### src/hdl/lefr_pkg.sv
// Shared types, constants and the per-channel Laplacian function for the RGB edge filter.
package lefr_pkg;

   // Pixel and configuration widths
   localparam int PIX_W   = 24;
   localparam int CHAN_W  = 8;
   localparam int LINE_W  = 2 * PIX_W;
   localparam int CFG_W   = 12;
   localparam int ROW_W   = 12;

   // Configuration register indexes
   localparam int CSR_IDX_W = 2;
   localparam logic [CSR_IDX_W-1:0] CSR_FRAME_WIDTH  = 2'd0;
   localparam logic [CSR_IDX_W-1:0] CSR_FRAME_HEIGHT = 2'd1;

   localparam logic [CFG_W-1:0] RESET_WIDTH  = 12'd640;
   localparam logic [CFG_W-1:0] RESET_HEIGHT = 12'd480;

   // Input opcodes
   localparam logic OP_PIXEL = 1'b0;
   localparam logic OP_FLUSH = 1'b1;

   // Result queue geometry
   localparam int OUT_DEPTH = 4;
   localparam int OUT_PTR_W = 2;
   localparam int OUT_LVL_W = 3;

   // Control carried from the read stage to the compute stage
   typedef struct packed {
      logic valid;     // effective transaction in the compute stage
      logic write;     // pixel: write back the line memory
      logic emit;      // produces a result
      logic has_up;
      logic has_down;
      logic has_left;
      logic has_right;
      logic eof;
      logic fwd_lo;    // entry at column was being written during the read
      logic fwd_hi;    // entry at column+1 was being written during the read
   } s1_ctl_type;

   // One result transaction
   typedef struct packed {
      logic [CHAN_W-1:0] red;
      logic [CHAN_W-1:0] green;
      logic [CHAN_W-1:0] blue;
      logic              eof;
   } rsp_type;

   // 4*center minus the present neighbors, wrapping modulo 256
   function automatic logic [CHAN_W-1:0] lap_chan(
      input logic [CHAN_W-1:0] ctr,
      input logic [CHAN_W-1:0] up,
      input logic [CHAN_W-1:0] down,
      input logic [CHAN_W-1:0] left,
      input logic [CHAN_W-1:0] right
   );
      logic [CHAN_W-1:0] acc;
      acc = {ctr[CHAN_W-3:0], 2'b00};
      acc = acc - up;
      acc = acc - down;
      acc = acc - left;
      acc = acc - right;
      return acc;
   endfunction

endpackage

### src/hdl/lefr_kernel.sv
// Compute stage: forwarding, neighbor selection, per-channel filter and write-back data.
module lefr_kernel (
   input  logic                     clock,
   input  lefr_pkg::s1_ctl_type     ctl,
   input  logic [lefr_pkg::PIX_W-1:0]  pix,
   input  logic [lefr_pkg::LINE_W-1:0] rdata_lo,
   input  logic [lefr_pkg::PIX_W-1:0]  rdata_hi,
   output lefr_pkg::rsp_type        res,
   output logic                     res_valid,
   output logic                     wr_en,
   output logic [lefr_pkg::LINE_W-1:0] wr_data
);

   import lefr_pkg::*;

   logic [LINE_W-1:0] last_wr_ff;
   logic [PIX_W-1:0]  left_ff;
   logic [LINE_W-1:0] word_lo;
   logic [PIX_W-1:0]  upper;
   logic [PIX_W-1:0]  center;
   logic [PIX_W-1:0]  right;
   logic [PIX_W-1:0]  nb_up;
   logic [PIX_W-1:0]  nb_down;
   logic [PIX_W-1:0]  nb_left;
   logic [PIX_W-1:0]  nb_right;

   // Memory data, patched with the write that overlapped the read
   assign word_lo = ctl.fwd_lo ? last_wr_ff : rdata_lo;
   assign upper   = word_lo[LINE_W-1:PIX_W];
   assign center  = word_lo[PIX_W-1:0];
   assign right   = ctl.fwd_hi ? last_wr_ff[PIX_W-1:0] : rdata_hi;

   // Neighbors outside the frame count as zero
   assign nb_up    = ctl.has_up    ? upper   : '0;
   assign nb_down  = ctl.has_down  ? pix     : '0;
   assign nb_left  = ctl.has_left  ? left_ff : '0;
   assign nb_right = ctl.has_right ? right   : '0;

   always_comb begin
      res.red   = lap_chan(center[23:16], nb_up[23:16], nb_down[23:16],
                           nb_left[23:16], nb_right[23:16]);
      res.green = lap_chan(center[15:8], nb_up[15:8], nb_down[15:8],
                           nb_left[15:8], nb_right[15:8]);
      res.blue  = lap_chan(center[7:0], nb_up[7:0], nb_down[7:0],
                           nb_left[7:0], nb_right[7:0]);
      res.eof   = ctl.eof;
   end

   assign res_valid = ctl.valid & ctl.emit;

   // Old center moves to the upper line, the new pixel becomes center
   assign wr_en   = ctl.valid & ctl.write;
   assign wr_data = {center, pix};

   // Last write kept for forwarding; center kept as next column's left neighbor
   always_ff @(posedge clock) begin
      if (wr_en) begin
         last_wr_ff <= wr_data;
      end
      if (ctl.valid) begin
         left_ff <= center;
      end
   end

endmodule

### config.mk
export PLATFORM = sky130hd
export DESIGN_NAME = lefr_kernel
export DESIGN_NICKNAME = d
export VERILOG_FILES = /design/src/hdl/lefr_pkg.sv /design/src/hdl/lefr_kernel.sv
export SDC_FILE = /design/constraint.sdc
export NUM_CORES = 1
export LEC_CHECK = 0
export ABC_AREA = 1
export BUFFER_PORTS_ARGS = -buffer_cell sky130_fd_sc_hd__buf_2
export CORE_MARGIN = 5
export CORE_UTILIZATION = 35
export CTS_CLUSTER_SIZE = 12
export DETAILED_ROUTE_END_ITERATION = 10
export RECOVER_POWER = 25
export SLEW_MARGIN = 20
export SYNTH_ARGS = -nofsm -noshare
export SYNTH_HDL_FRONTEND = slang
export SYNTH_SLANG_ARGS = --single-unit
### constraint.sdc
create_clock -name clock -period 5.8 [get_ports clock]
set_clock_uncertainty 0.05 [all_clocks]
set_input_delay 0.58 -clock clock [delete_from_list [all_inputs] [get_ports clock]]
set_output_delay 0.58 -clock clock [all_outputs]
set_load 0.02 [all_outputs]
==> results.cfg <==
[outcome]
status = finished, violations left
violations = capacitance limit, slew limit

[floorplan]
coreArea_mm2 = 0.01790
die_x_um = 144.8
rows = 49
start_util = 0.3553
die_h_um = 144.8
die-area_mm2 = 0.02097
io_pins = 182

[timing]
rsz0062_at_grt = no
worst_slack_ns = 0.8391
worst_pin_slew_ns = 1.756
min_period_over_period = 0.8553
max_freq_mhz = 201.6
max-slew-margin-rel = -0.1704
period_needed_ns = 4.961
setup_violations = 0
fin_tns_setup_ns = 0
hold_viol = 0
finalMaxSlewViolations = 27

[finish]
layout-drive-gt1-share = 0.2251
nNetsFinal = 1079
syn_to_final_growth_pct = 18.25
fill_cells = 1849
fin_area_mm2 = 0.007522
utilization = 0.4202
diodes = 0

[logic_synthesis]
synth-main-ff-cell = edfxtp_1
syn_nets = 932
avgSynthCellArea_um2 = 8.584
seq_area_frac_synth = 0.3399
async_flop_share = 0
synth.most_common_cell = nand2_1
yosys_register_bits = 72
synth_commonest_cells = nand2_1 (144), inv_1 (143), edfxtp_1 (72), nor2_1 (72), o21ai_0 (58)
synth_edf_count = 72
synth_cells = 741
synth_top_area_frac = 0.3399
syn_area_mm2 = 0.006361
ys_types = 34
synth_area_leaders = edfxtp_1 (34%), fa_1 (18%), nand2_1 (8.5%), inv_1 (8.4%), ha_1 (5.3%)
ys_warn_count = 0
yosys.area.top_type = edfxtp_1

[worst_hold_path]
hold_class = input port to flop
hold_start = pix[14]
hold_depth = 1
whs_endpoint = last_wr_ff[14]

[placement]
io_buffers = 179
post_dp_cell_area_mm2 = 0.007273
gp_congestion = 0.8501
dp_slack_ns = 0.8140
dp_hpwl_mm = 13.54

[routing]
vias = 5135
wirelength_mm = 17.94
vias_per_cell = 4.577
drt_first_pass_iters = 4
ant_nets = 0
drcViolationCount = 0
wire_per_inst_um = 15.99
drtIter0Drc = 256

[clocking]
clk_pin_slew_ns = 0.06
root_buffer = clkbuf_16
cts.sink_count = 72
clk_latency_ns = 0.34
cts_tree = yes
post_cts_buffers = 0
clock_path_buffers = 2
cts_made_buffers = 9
cts_hold_buf = 0
htree_levels = 3
ctsResizeCount = 0

[setup_path]
cp_slowest_cell = fa_1
r2r-end = last_wr_ff[35]
r2r_start = last_wr_ff[11]
path_delay_family = adder cells
r2r_cells = 4
reg2reg_slack_ns = 4.59
cp_slowest_stage_delay_ns = 0.49
startpoint_type = input port
cp-end-kind = primary output
crit_path_max_fanout = 23
worstPathArrival_ns = 4.33
cp_num_buf_inv = 5
crit_type = input port to primary output
crit_chain = buf_2, buf_4, nor2_1, nor2_1, o21ai_0, fa_1, fa_1, inv_1, fa_1, inv_1, ha_1, a21oi_1, nand2_1, a21oi_1, nor2_1, nor2_1, xor2_1, buf_2
crit_top_cell = nor2_1
crit_required_ns = 5.17

[grt]
grt_max_degree = 49
grt_overflow_total = 0
grt_pass1_vias = 5072
groute.usage.overall = 0.1724
grt_pass1_wl_mm = 27.30
antenna_found_initial = 1

[power]
power_density_mw_per_mm2 = 355.3
cellLeakagePower_nw = 3.773
vdd_drop_max_mv = 0.4315

[run]
cap_violations = 1
[per-stage QoR]
| stage | instances | hold WS, ns | total power [mW] |
|---|---|---|---|
| after global routing | 1122 | 0.4328 | 2.900 |
| after global placement | 1106 | 0.5399 | 2.136 |
| after floorplan | 741 | 0.6149 | 1.725 |
| final | 1122 | 0.4223 | 2.672 |
| after CTS | 1122 | 0.3804 | 2.706 |
| after detailed placement | 1106 | 0.5381 | 2.154 |
[state kept, by name, indices dropped and copies added (netlist names)]
signal / cells
left_ff: 24
last_wr_ff: 48
[where the power goes]
group          switching [mW]  leakage [nW]  internal [mW]  total [mW]
Clock                   0.214         0.132          0.331       0.545
Combinational           0.960          2.96          0.546        1.51
Sequential            0.00823         0.687          0.613       0.622
[per-layer routing]
layer / vias to the layer above / share of wire / track usage
li1: 2575 / - / -
met1: 2380 / 0.46 / 0.2381
met2: 158 / 0.46 / 0.2799
met3: 20 / 0.064 / 0.03385
met4: 2 / 0.013 / 0.04271
met5: - / 0.00050 / 0
[logic make-up after synthesis]
group,share of synthesized area
xor+xnor,0.03010
compound gates,0.07730
flops,0.3399
fa+ha+maj,0.2325
buf+inv,0.1385
simple gates,0.1817
[layout make-up]
class,count,area (µm²),area share
multi-input cells,471,3318,0.4411
flip-flops and latches,72,2162,0.2874
repair buffers,186,915.9,0.1218
inverters,148,558.0,0.07418
well taps,229,286.5,0.03809
clock buffers,12,236.5,0.03144
clock inverters,4,45.04,0.005988
[how the worst max path moves through the flow]
stage                      start      end  slack (ns)  cells after the start
after floorplan           ctl[1]  res[23]        1.20                     18
after global placement    ctl[1]  res[23]        0.83                     18
after detailed placement  ctl[1]  res[23]        0.81                     18
after CTS                 ctl[1]  res[23]        0.81                     18
after global routing      ctl[1]   res[8]        0.46                     16
final                     ctl[1]  res[23]        0.84                     18
[placed cells by master, fill, tap and decap left out, types with 27 or more instances in the layout]
cell,netlist,routed
nor2_1,72,72
edfxtp_1,72,72
nand3_1,31,31
nand2_1,144,144
fa_1,57,57
clkbuf_1,11,29
a21oi_1,29,29
ha_1,27,27
o21ai_0,58,58
inv_1,143,142
buf_2,9,153
Note: power is estimated with default switching activity, not from simulation.
