--- src/hdl/lefr_pkg.sv ---
// Shared types, constants and the per-channel Laplacian function for the RGB edge filter.
package lefr_pkg;

   // Pixel and configuration widths
   localparam int PIX_W   = 24;
   localparam int CHAN_W  = 8;
   localparam int LINE_W  = 2 * PIX_W;
   localparam int CFG_W   = 12;
   localparam int ROW_W   = 12;

   // Configuration register indexes
   localparam int CSR_IDX_W = 2;
   localparam logic [CSR_IDX_W-1:0] CSR_FRAME_WIDTH  = 2'd0;
   localparam logic [CSR_IDX_W-1:0] CSR_FRAME_HEIGHT = 2'd1;

   localparam logic [CFG_W-1:0] RESET_WIDTH  = 12'd640;
   localparam logic [CFG_W-1:0] RESET_HEIGHT = 12'd480;

   // Input opcodes
   localparam logic OP_PIXEL = 1'b0;
   localparam logic OP_FLUSH = 1'b1;

   // Result queue geometry
   localparam int OUT_DEPTH = 4;
   localparam int OUT_PTR_W = 2;
   localparam int OUT_LVL_W = 3;

   // Control carried from the read stage to the compute stage
   typedef struct packed {
      logic valid;     // effective transaction in the compute stage
      logic write;     // pixel: write back the line memory
      logic emit;      // produces a result
      logic has_up;
      logic has_down;
      logic has_left;
      logic has_right;
      logic eof;
      logic fwd_lo;    // entry at column was being written during the read
      logic fwd_hi;    // entry at column+1 was being written during the read
   } s1_ctl_type;

   // One result transaction
   typedef struct packed {
      logic [CHAN_W-1:0] red;
      logic [CHAN_W-1:0] green;
      logic [CHAN_W-1:0] blue;
      logic              eof;
   } rsp_type;

   // 4*center minus the present neighbors, wrapping modulo 256
   function automatic logic [CHAN_W-1:0] lap_chan(
      input logic [CHAN_W-1:0] ctr,
      input logic [CHAN_W-1:0] up,
      input logic [CHAN_W-1:0] down,
      input logic [CHAN_W-1:0] left,
      input logic [CHAN_W-1:0] right
   );
      logic [CHAN_W-1:0] acc;
      acc = {ctr[CHAN_W-3:0], 2'b00};
      acc = acc - up;
      acc = acc - down;
      acc = acc - left;
      acc = acc - right;
      return acc;
   endfunction

endpackage

--- src/hdl/lefr_out_fifo.sv ---
// Result queue that decouples the filter pipeline from the result channel.
module lefr_out_fifo (
   input  logic                          clock,
   input  logic                          reset,
   input  logic                          push,
   input  lefr_pkg::rsp_type             push_data,
   input  logic                          pop_ready,
   output logic                          out_valid,
   output lefr_pkg::rsp_type             out_data,
   output logic [lefr_pkg::OUT_LVL_W-1:0] level
);

   import lefr_pkg::*;

   rsp_type              slot_ff [OUT_DEPTH];
   logic [OUT_PTR_W-1:0] wr_ptr_ff;
   logic [OUT_PTR_W-1:0] rd_ptr_ff;
   logic [OUT_LVL_W-1:0] count_ff;
   logic                 pop;

   assign out_valid = (count_ff != '0);
   assign out_data  = slot_ff[rd_ptr_ff];
   assign pop       = out_valid & pop_ready;
   assign level     = count_ff;

   // Storage
   always_ff @(posedge clock) begin
      if (push) begin
         slot_ff[wr_ptr_ff] <= push_data;
      end
   end

   // Pointers and fill level
   always_ff @(posedge clock) begin
      if (reset) begin
         wr_ptr_ff <= '0;
         rd_ptr_ff <= '0;
         count_ff  <= '0;
      end else begin
         if (push) begin
            wr_ptr_ff <= wr_ptr_ff + OUT_PTR_W'(1);
         end
         if (pop) begin
            rd_ptr_ff <= rd_ptr_ff + OUT_PTR_W'(1);
         end
         case ({push, pop})
            2'b10:   count_ff <= count_ff + OUT_LVL_W'(1);
            2'b01:   count_ff <= count_ff - OUT_LVL_W'(1);
            default: count_ff <= count_ff;
         endcase
      end
   end

endmodule

--- config.mk ---
export PLATFORM = sky130hd
export DESIGN_NAME = lefr_out_fifo
export DESIGN_NICKNAME = d
export VERILOG_FILES = /design/src/hdl/lefr_pkg.sv /design/src/hdl/lefr_out_fifo.sv
export SDC_FILE = /design/constraint.sdc
export NUM_CORES = 1
export LEC_CHECK = 0
export BUFFER_PORTS_ARGS = -buffer_cell sky130_fd_sc_hd__buf_2
export CAP_MARGIN = 0
export CORE_AREA = 2 2 92 94
export CTS_CLUSTER_DIAMETER = 60
export DETAILED_ROUTE_END_ITERATION = 10
export DIE_AREA = 0 0 94 96
export PLACE_DENSITY = 0.82
export SYNTH_ARGS = -nofsm -noshare
export SYNTH_HDL_FRONTEND = slang
export SYNTH_SLANG_ARGS = --single-unit
--- constraint.sdc ---
create_clock -name clock -period 3.5 [get_ports clock]
set_input_delay 0.7 -clock clock [delete_from_list [all_inputs] [get_ports clock]]
set_output_delay 0.7 -clock clock [all_outputs]
set_load 0.05 [all_outputs]
==> qor.yml <==
timing:
  drv_slew: 0
  shortest_period_the_worst_path_allows_ns: 2.807
  period_share_pct: 80.20
  grt_setup_unrepaired: "false"
  max_clock_freq_mhz: 356.2
  setup_viol: 0
  tightest_slew_ns: 0.5432
  timing.setup.tns_ns: 0
  timing.max_slew.rel_slack_pct: 63.79
  report.final.hold_viol_count: 0
  timing.clock.skew_ns: 0.009578
pwr:
  power_frac_seq_pct: 49.5
  switchingPower_mw: 1.061
  power_density_mw_per_mm2: 683.2
  max-vdd-ir-drop_mv: 0.3230
  cellInternalPower_mw: 2.128
  switching_share_pct: 33.27
  share_clk_of_total_power_pct: 21.7
  share_comb_of_total_power_pct: 28.8
  static-leakage-power_nw: 1.607
floorplan:
  die_height_microns: 96
  core_sq_mm: 0.008051
  die_area_sq_mm: 0.009024
  pin_count: 58
  die_width_microns: 94
  row_count: 33
  floorplan.initialDensity_pct: 50.85
clocking:
  clock_path_buffers: 2
  cts_htree_levels: 3
  hold_buffers: 0
  cts.reportedPaths.clkPinSlew_ns: 0.09
  clk_latency_ns: 0.35
  clock-sinks: 109
  cts_setup_buffers: 0
  cts_resized: 0
  clock-root-buffer: "sky130_fd_sc_hd__clkbuf_8"
  tritoncts: "done"
  cts_buffers: 9
critical_path:
  cp_data_required_time_ns: 2.80
  r2r-start: "level[0]$_SDFFE_PP0P_"
  critPathKind: "reg2out"
  critPathLaunchType: "register"
  worst_path_max_delay_cell: "sky130_fd_sc_hd__dfxtp_2"
  timing.critical_path.slowest_cell_delay_ns: 0.68
  worst-endpoint-arrival_ns: 2.11
  cp_max_fo: 16
  setup.worst_path.end_class: "output port"
  crit_path_cell_chain: "buf_4 > mux4_2 > buf_2"
logic_synthesis:
  synthesis.yosys.warnings: 0
  synthesis.nets: 213
  synth_sequential_area_ratio_pct: 77.75
  post_syn_instances: 178
  netlist_area_before_placement_sq_mm: 0.004094
  postSynthAreaPerCell_sq_um: 23.00
  yosys_register_bits: 109
  synth.lib_cells_used.distinct: 22
route:
  routed_wire_length_per_instance_microns: 17.66
  postRouteAntennaNets: 0
  vias: 1883
  drt_iter0_drc: 134
  route.final.wire_length_microns: 6271
  drt_first_pass_iters: 4
  route.detailed.vias_per_inst: 5.304
  remaining_drc_errors: 0
finish:
  mostFrequentLayoutCell: "sky130_fd_sc_hd__edfxtp_1"
  antenna_cells: 0
  finish.utilization_pct: 57.98
  final_design_area_no_fill_sq_mm: 0.004668
  most_frequent_cells_in_the_layout: "100 x sky130_fd_sc_hd__edfxtp_1, 57 x sky130_fd_sc_hd__buf_2, 20 x sky130_fd_sc_hd__mux4_2, 9 x sky130_fd_sc_hd__clkbuf_8"
  flow.area_growth_from_synthesis_pct: 14.03
  finalNetCount: 280
  stdcell_count: 355
  layout_cells_sized_above_1_pct: 38.00
placement:
  placement.cell_area_sq_mm: 0.004487
  gpl.final_weighted_congestion: 0.7279
  placed_cells: 339
  dp_hpwl_microns: 3925
  portBuffers: 57
global_route:
  global_route.usage.total_pct: 15.35
  grt_overflow_total: 0
  first_pass_grt_wire_length_microns: 9804
  first_global_vias: 1914
  initial_antenna_violation_count: 0
  grt_max_degree: 26
status:
  run_status: "complete, no violations"
min_path:
  hold_start: "rd_ptr_ff[1]$_SDFFE_PP0P_"
  holdCritPathClass: "reg2reg"
job:
  drv.max_cap_violation_count: 0
==> synthesized netlist by cell type <==
library cell               count  area, sq um
sky130_fd_sc_hd__xor2_1        3        26.28
sky130_fd_sc_hd__edfxtp_1    100         3003
sky130_fd_sc_hd__or3_1         2        12.51
sky130_fd_sc_hd__mux4_2       20        450.4
sky130_fd_sc_hd__mux4_1        5        131.4
sky130_fd_sc_hd__inv_1         6        22.52
sky130_fd_sc_hd__and2_1        4        25.02
sky130_fd_sc_hd__fa_1          1        20.02
sky130_fd_sc_hd__dfxtp_1       9        180.2
sky130_fd_sc_hd__mux2i_1       1        10.01
sky130_fd_sc_hd__nor2_1        8        30.03
sky130_fd_sc_hd__buf_6         1        11.26
sky130_fd_sc_hd__ha_1          5        62.56
sky130_fd_sc_hd__o21ai_0       1        5.000
sky130_fd_sc_hd__o31a_1        1        8.760
sky130_fd_sc_hd__xnor2_1       2        17.52
sky130_fd_sc_hd__o311ai_0      1        8.760
sky130_fd_sc_hd__buf_12        2        40.04
sky130_fd_sc_hd__a21oi_1       2        10.01
sky130_fd_sc_hd__clkbuf_1      1        3.750
sky130_fd_sc_hd__clkbuf_2      1        5.000
sky130_fd_sc_hd__buf_2         2        10.01
==> cell type report <==
cell class / instances / area [sq um]
well taps: 105 / 131.4
inverters: 6 / 22.52
clock buffers: 10 / 127.6
clock inverters: 6 / 53.80
repair buffers: 63 / 330.3
fillers: 612 / 3383
flip-flops and latches: 109 / 3184
multi-input cells: 56 / 818.3
==> worst max-delay path, delay by kind of cell (launching register included) <==
kind / cells / cell delay, ns
flops: 1 / 0.68
buf+inv: 2 / 0.55
mux: 1 / 0.52
==> power by group through the flow <==
stage / Combinational, mW / Clock, mW / Sequential (mW)
6_report: 0.918 / 0.693 / 1.58
5_1_grt: 0.975 / 0.766 / 1.60
4_1_cts: 0.931 / 0.715 / 1.58
3_5_place_dp: 0.929 / 0 / 1.61
3_3_place_gp: 0.913 / 0 / 1.61
2_1_floorplan: 0.764 / 0 / 1.61
==> final timing paths <==
check                          end  slack (ns)  depth (start not counted)
max                    out_data[5]        0.69                          3
min                       register        0.55                          2
max reg2reg  level[2]$_SDFFE_PP0P_        1.56                          7
min reg2reg               register        0.55                          2
==> metal layers <==
layer | global-route usage (%) | vias up | routed length [microns]
met5 | 0 | - | 0
met4 | 6.159 | 0 | 96
met3 | 4.699 | 8 | 401
met2 | 24.35 | 59 | 3197
met1 | 20.14 | 955 | 2576
li1 | - | 861 | -
==> sequential cells by signal, summed over array words and instances, names as in the netlist, named ones only <==
signal,cells
slot_ff,100
level,3
rd_ptr_ff,2
wr_ptr_ff,2
==> through the flow <==
stage,power (mW),hold slack (ns),setup WS [ns]
finish,3.189,0.5488,0.6929
global route,3.337,0.5371,0.5177
CTS,3.228,0.5399,0.6200
detailed placement,2.541,0.5223,1.009
global placement,2.520,0.5074,1.043
floorplan,2.376,0.4847,1.352
==> logic make-up after synthesis <==
logic type,count (synthesis),synth area share [%]
xor+xnor,5,1.070
mux,26,14.46
fa+ha+maj,6,2.017
simple gates,14,1.650
compound gates,5,0.7946
flops,109,77.75
buf+inv,13,2.261
Note: power is estimated with default switching activity, not from simulation.
